==> config.mk <==
export PLATFORM = sky130hd
export DESIGN_NAME = dsa_chain
export DESIGN_NICKNAME = d
export VERILOG_FILES = /design/src/hw/rtl/assert_macros.svh /design/src/hw/rtl/dsa_pkg.sv /design/src/hw/rtl/dsa_cell.sv /design/src/hw/rtl/dsa_chain.sv
export SDC_FILE = /design/constraint.sdc
export NUM_CORES = 1
export LEC_CHECK = 0
export BUFFER_PORTS_ARGS = -buffer_cell sky130_fd_sc_hd__buf_2
export CAP_MARGIN = 10
export CORE_MARGIN = 4
export CORE_UTILIZATION = 45
export DETAILED_ROUTE_END_ITERATION = 12
export PLACE_DENSITY = 0.61
export SETUP_SLACK_MARGIN = 0.05
export SLEW_MARGIN = 15
export SYNTH_ARGS = -nofsm -noshare
export SYNTH_HDL_FRONTEND = slang
export SYNTH_SLANG_ARGS = --single-unit
==> constraint.sdc <==
create_clock -name clk_i -period 27.2 [get_ports clk_i]
set_clock_uncertainty 0.15 [all_clocks]
set_input_delay 1.36 -clock clk_i [delete_from_list [all_inputs] [get_ports clk_i]]
set_output_delay 1.36 -clock clk_i [all_outputs]
set_load 0.01 [all_outputs]
==> src/hw/rtl/assert_macros.svh <==
`ifndef ASSERT_MACROS_SVH
`define ASSERT_MACROS_SVH

// Clocked check, disabled while reset is asserted.
`define ASSERT_CLK(lbl, prop, msg) \
  lbl: assert property (@(posedge clk_i) disable iff (!rst_ni) (prop)) else $error(msg);

// Condition that must never be seen at a clock edge.
`define ASSERT_NEVER(lbl, cond, msg) \
  `ASSERT_CLK(lbl, !(cond), msg)

`endif

==> src/hw/rtl/dsa_pkg.sv <==
`default_nettype none

package dsa_pkg;

  localparam int MaxDigits  = 255;
  localparam int ChainDepth = MaxDigits + 1;
  localparam int WordDigits = 16;

  typedef logic [3:0] digit_t;
  typedef logic [7:0] len_t;

  typedef enum logic [1:0] {
    SHIFT_HOLD,
    SHIFT_UP,
    SHIFT_DOWN
  } shift_e;

  typedef enum logic [1:0] {
    ST_IDLE,
    ST_ADD,
    ST_SKIP,
    ST_EMIT
  } state_e;

  typedef struct packed {
    shift_e mode;
    digit_t lo_in;
    digit_t hi_in;
  } chain_ctrl_t;

  typedef struct packed {
    logic   operand_select;
    digit_t digit;
    logic   last_digit;
  } in_t;

  typedef struct packed {
    logic [63:0] sum_digits_bcd;
    logic [4:0]  digit_count;
    logic        last_word;
  } res_t;

endpackage

`default_nettype wire

==> src/hw/rtl/dsa_cell.sv <==
`default_nettype none

module dsa_cell (
  input  wire              clk_i,
  input  dsa_pkg::shift_e  mode_i,
  input  dsa_pkg::digit_t  from_lo_i,
  input  dsa_pkg::digit_t  from_hi_i,
  output dsa_pkg::digit_t  digit_o
);

  dsa_pkg::digit_t digit_q, digit_d;

  always_comb begin
    unique case (mode_i)
      dsa_pkg::SHIFT_UP:   digit_d = from_lo_i;
      dsa_pkg::SHIFT_DOWN: digit_d = from_hi_i;
      default:             digit_d = digit_q;
    endcase
  end

  always_ff @(posedge clk_i) begin
    digit_q <= digit_d;
  end

  assign digit_o = digit_q;

endmodule

`default_nettype wire

==> src/hw/rtl/dsa_chain.sv <==
`default_nettype none

module dsa_chain (
  input  wire                  clk_i,
  input  dsa_pkg::chain_ctrl_t ctrl_i,
  output dsa_pkg::digit_t      lo_o,
  output dsa_pkg::digit_t      hi_o
);

  dsa_pkg::digit_t q   [dsa_pkg::ChainDepth];
  dsa_pkg::digit_t lo_n[dsa_pkg::ChainDepth];
  dsa_pkg::digit_t hi_n[dsa_pkg::ChainDepth];

  for (genvar i = 0; i < dsa_pkg::ChainDepth; i++) begin : g_cell
    if (i == 0) begin : g_lo
      assign lo_n[i] = ctrl_i.lo_in;
    end else begin : g_lo
      assign lo_n[i] = q[i-1];
    end
    if (i == dsa_pkg::ChainDepth - 1) begin : g_hi
      assign hi_n[i] = ctrl_i.hi_in;
    end else begin : g_hi
      assign hi_n[i] = q[i+1];
    end

    dsa_cell u_cell (
      .clk_i     (clk_i),
      .mode_i    (ctrl_i.mode),
      .from_lo_i (lo_n[i]),
      .from_hi_i (hi_n[i]),
      .digit_o   (q[i])
    );
  end

  assign lo_o = q[0];
  assign hi_o = q[dsa_pkg::ChainDepth-1];

endmodule

`default_nettype wire

; ---- Word level (Yosys, flattened, before mapping)
; Index checks and enable logic that the tools add are counted.
[word_totals]
regBits = 1024
input_bits = 11
wordCells = 515
[op_classes]
eq_ne = 2
n_mux = 256
reduce_logical = 1
[ops]
columns = op, count
row1 = case mux 4 bit (2 select lines), 256
row2 = "equality test 2 x 1 -> 1 bit, second input constant", 1
row3 = "equality test 2 bit, second input constant", 1
row4 = nonzero test 2 bit, 1

; ---- Depth between registers and ports, before layout
[depth]
depth_word = 2
depth_mapped = 7
ltp_nobuf = 3

; ---- Cells and area by module
; A second synthesis with hierarchy kept.
[unflattened]
cells_unflattened = 2816
area_unflattened_um2 = 47405.5
[modules_own_cells]
columns = mod, instances, cells_per_inst, area_per_inst_um2, seq_area_each_um2
row1 = dsa_cell, 256, 11, 185.2, 120.1

; ---- Least setup slack after synthesis
; OpenSTA, ideal clock, no wires.
[synth_timing]
path_kind = input-to-reg
from = input port ctrl_i[8] in the netlist's numbering
to = register g_cell[0].u_cell.digit_q[0] (enable)
setup_ps = 1366
arrival_ps = 21438
path_slack_ps = 4246
stages = 3
cell_sequence = inv_1 ha_1 inv_1
[synth_via]
elab_chain_len = 2
[synth_lines]
columns = element, line
row1 = "start, declared", dsa_chain.sv:5  ; input dsa_pkg::chain_ctrl_t ctrl_i,
row2 = equality test 2 x 1 -> 1 bit or equality test 2 bit (tied branches), dsa_cell.sv:14  ; unique case (mode_i)
row3 = nonzero test 2 bit (no source line) *, --
row4 = "end signal, assigned", dsa_cell.sv:22  ; digit_q <= digit_d;
row5 = "end, declared", dsa_cell.sv:11  ; dsa_pkg::digit_t digit_q, digit_d;
; Every way passes the cells marked *; elsewhere a longest branch is shown, timed or not.
; A chain may end at the register's enable or synchronous reset.

; ---- Worst setup path in the final report
[layout_timing]
from = input port ctrl_i[8] in the netlist's numbering
to = register g_cell[89].u_cell.digit_q[0] (data pin)
[layout_via]
elab_chain_len = 2
[layout_lines]
columns = element, line
row1 = equality test 2 bit or equality test 2 x 1 -> 1 bit (tied branches), dsa_cell.sv:14
row2 = case mux 4 bit (2 select lines) *, dsa_cell.sv:14
row3 = via g_cell[89].u_cell.digit_d[0], dsa_cell.sv:11
row4 = "end signal, assigned", dsa_cell.sv:22
row5 = "end, declared", dsa_cell.sv:11
; The timed path passes the listed nets; every way through them passes the cells marked *.

==> out/metrics.csv <==
stage,metric,value,unit
timing,maxSlewViolCount,0,
finish,fillCellCount,7822,
timing,worst_pin_slew,1.25,ns
clock_tree,clk_path_buf_depth,3,
timing,setup_viol,0,
timing,hold_ws,0.413,ns
worst_setup_path,worstSetupStartpointType,input pin,
worst_setup_path,slowest_delay,0.99,ns
pwr,power_frac_seq,53.5,%
finish,synthToLayoutAreaGrowth,10.4,%
clock_tree,cts_tree,done,
timing,setup_tns,0,ns
worst_hold_path,hold_class,reg -> reg,
floorplan,rows,114,
timing,period_share,19.5,%
clock_tree,cts_setup_buffers,0,
drt,via_count,18300,
clock_tree,cts_htree_levels,3,
drt,postRouteAntennaNets,0,
worst_setup_path,crit_slowest_cell,buf_4,
grt,grt_max_degree,210,
timing,hold_violations,0,
clock_tree,ctsResizeCount,0,
job,drv_cap,0,
finish,final_cell_mix,"edfxtp_1 (1024), mux2_2 (712), mux2_4 (310), clkbuf_16 (109), clkinv_1 (27)",
pwr,swShare,21.3,%
clock_tree,numClockSinks,1024,
drt,viasPerCell,5.14,
synthesis,synth_area,0.0444,mm^2
synthesis,syn_avg_cell_area,20.5,um^2
synthesis,synth_cell_types,9,
grt,grt-ovfl-total,0,
worst_setup_path,crit_arrival,5.57,ns
worst_setup_path,critical-path-top-delay-family,buffers and inverters,
grt,grt_first_pass_wirelength,99500,um
worst_setup_path,end_kind,register,
finish,final_common_cell,edfxtp_1,
synthesis,synth_cells,2166,
pwr,comb_power_share,9.5,%
synthesis,synth_seq_cells,1024,
clock_tree,clock_latency,0.66,ns
pwr,ir_drop,0.0000627,V
grt,antenna_found_initial,0,
pwr,p_int,3.16,mW
clock_tree,root_buffer,clkbuf_16,
finish,final_layout_size_suffix_gt1_share,53.2,%
timing,finalCriticalPeriod,5.31,ns
timing,max_freq,0.188,GHz
floorplan,die_area,0.104,mm^2
drt,routedWlPerCell,16.7,um
drt,drc,0,
floorplan,initial_core_util,45.6,%
floorplan,fp.coreArea,0.0973,mm^2
floorplan,io_pins,19,
finish,antennaDiodeCount,0,
drt,dr.pass1.iters,5,
placed_design,globalplace.congestion,0.689,
worst_setup_path,required,27.46,ns
worst_setup_path,path_buf_inv,5,
drt,wl,59500,um
pwr,p_switching,0.854,mW
finish,fin_nets,2208,
placed_design,io_buffers,18,
worst_setup_path,cp_max_fo,182,
run_status,status,"complete, no violations",
pwr,total_power,4.01,mW
grt,grt_pass1_vias,19400,
floorplan,dieHeight,322,um
worst_setup_path,path_cells,buf_2 -> inv_1 -> ha_4 -> buf_12 -> buf_12 -> buf_4 -> mux2_2,
clock_tree,numCtsBuffers,107,
pwr,pwr-share-clk,37.0,%
pwr,leakage,17.0,nW
timing,slew_headroom,16.7,%
timing,grt_setup_unrepaired,false,
clock_tree,cts.clk_slew.worst_paths,0.06,ns
worst_setup_path,crit_top_cell,buf_12,
clock_tree,holdBufCountCts,0,
grt,gr-usage-all-layers,11.3,%
worst_setup_path,crit_type,in -> reg,
synthesis,ys_warn_count,0,
pwr,powerDensity,81.9,mW/mm^2
placed_design,hpwl,31200,um
finish,largest_register_ff_count,1024,
synthesis,syn_nets,2179,
floorplan,fp.dieW,322,um
synthesis,ys_seq_area_share,69.3,%
drt,drt_iter0_drc,1502,
==> through the flow <==
stage               utilization [%]  cells  area, um^2  worst slack, ns
finish                         50.4   3561       49000            21.89
global route                   50.4   3561       49000            21.55
CTS                            50.4   3561       49000            21.83
detailed placement             46.6   3362       45400            21.06
global placement               46.6   3362       45400            21.25
floorplan                         -   2166       44400             4.25
==> logic make-up after synthesis <==
kind of cell,after synthesis,share of synthesized area (%)
DFF,1024,69.3
muxes,1024,28.6
buffers and inverters,116,2.10
adders and majority gates,2,0.0563
==> power by group through the flow <==
| stage | Sequential (mW) | Combinational (mW) | Clock [mW] |
|---|---|---|---|
| after CTS | 2.15 | 0.388 | 1.54 |
| after global placement | 2.17 | 0.363 | 0 |
| after floorplan | 2.26 | 0.338 | 0 |
| final | 2.15 | 0.382 | 1.49 |
| after global routing | 2.17 | 0.415 | 1.61 |
| after detailed placement | 2.18 | 0.385 | 0 |
==> routing by layer <==
metal  vias to the layer above  routed length [um]  GRT usage (%)
li1                       8686                   -              -
met1                      9365               28900           16.0
met2                       176               27300           17.5
met3                        87                1960           2.30
met4                         0                1250           3.77
met5                         -                   0              0
==> final timing paths <==
kind	startpoint	to	slack, ns	cells after the start
worst min-delay path	g_cell[90].u_cell.digit_o[2]	g_cell[91].u_cell.digit_o[2]	0.41	1
worst max register to register	g_cell[62].u_cell.digit_o[0]	g_cell[63].u_cell.digit_o[0]	26.09	1
worst min register to register	g_cell[90].u_cell.digit_o[2]	g_cell[91].u_cell.digit_o[2]	0.41	1
worst max-delay path	ctrl_i[8]	g_cell[89].u_cell.digit_o[0]	21.89	7
==> synthesized netlist by cell type <==
cell type,n,share of area (%)
buf_2,56,0.63
buf_6,56,1.4
inv_1,2,0.017
mux2_1,2,0.051
mux2_4,310,10
buf_4,2,0.034
edfxtp_1,1024,69
ha_1,2,0.056
mux2_2,712,18
==> final cells by class <==
cell class	instances	area [um^2]	area share [%]
timing repair buffer	34	273	0.557
inverter	2	15.0	0.0306
clock buffer	124	2780	5.68
tap	1276	1600	3.26
clock inverter	75	838	1.71
multi-input combinational	1026	12700	26.0
sequential	1024	30700	62.8
Power figures use the tool's default switching activity.
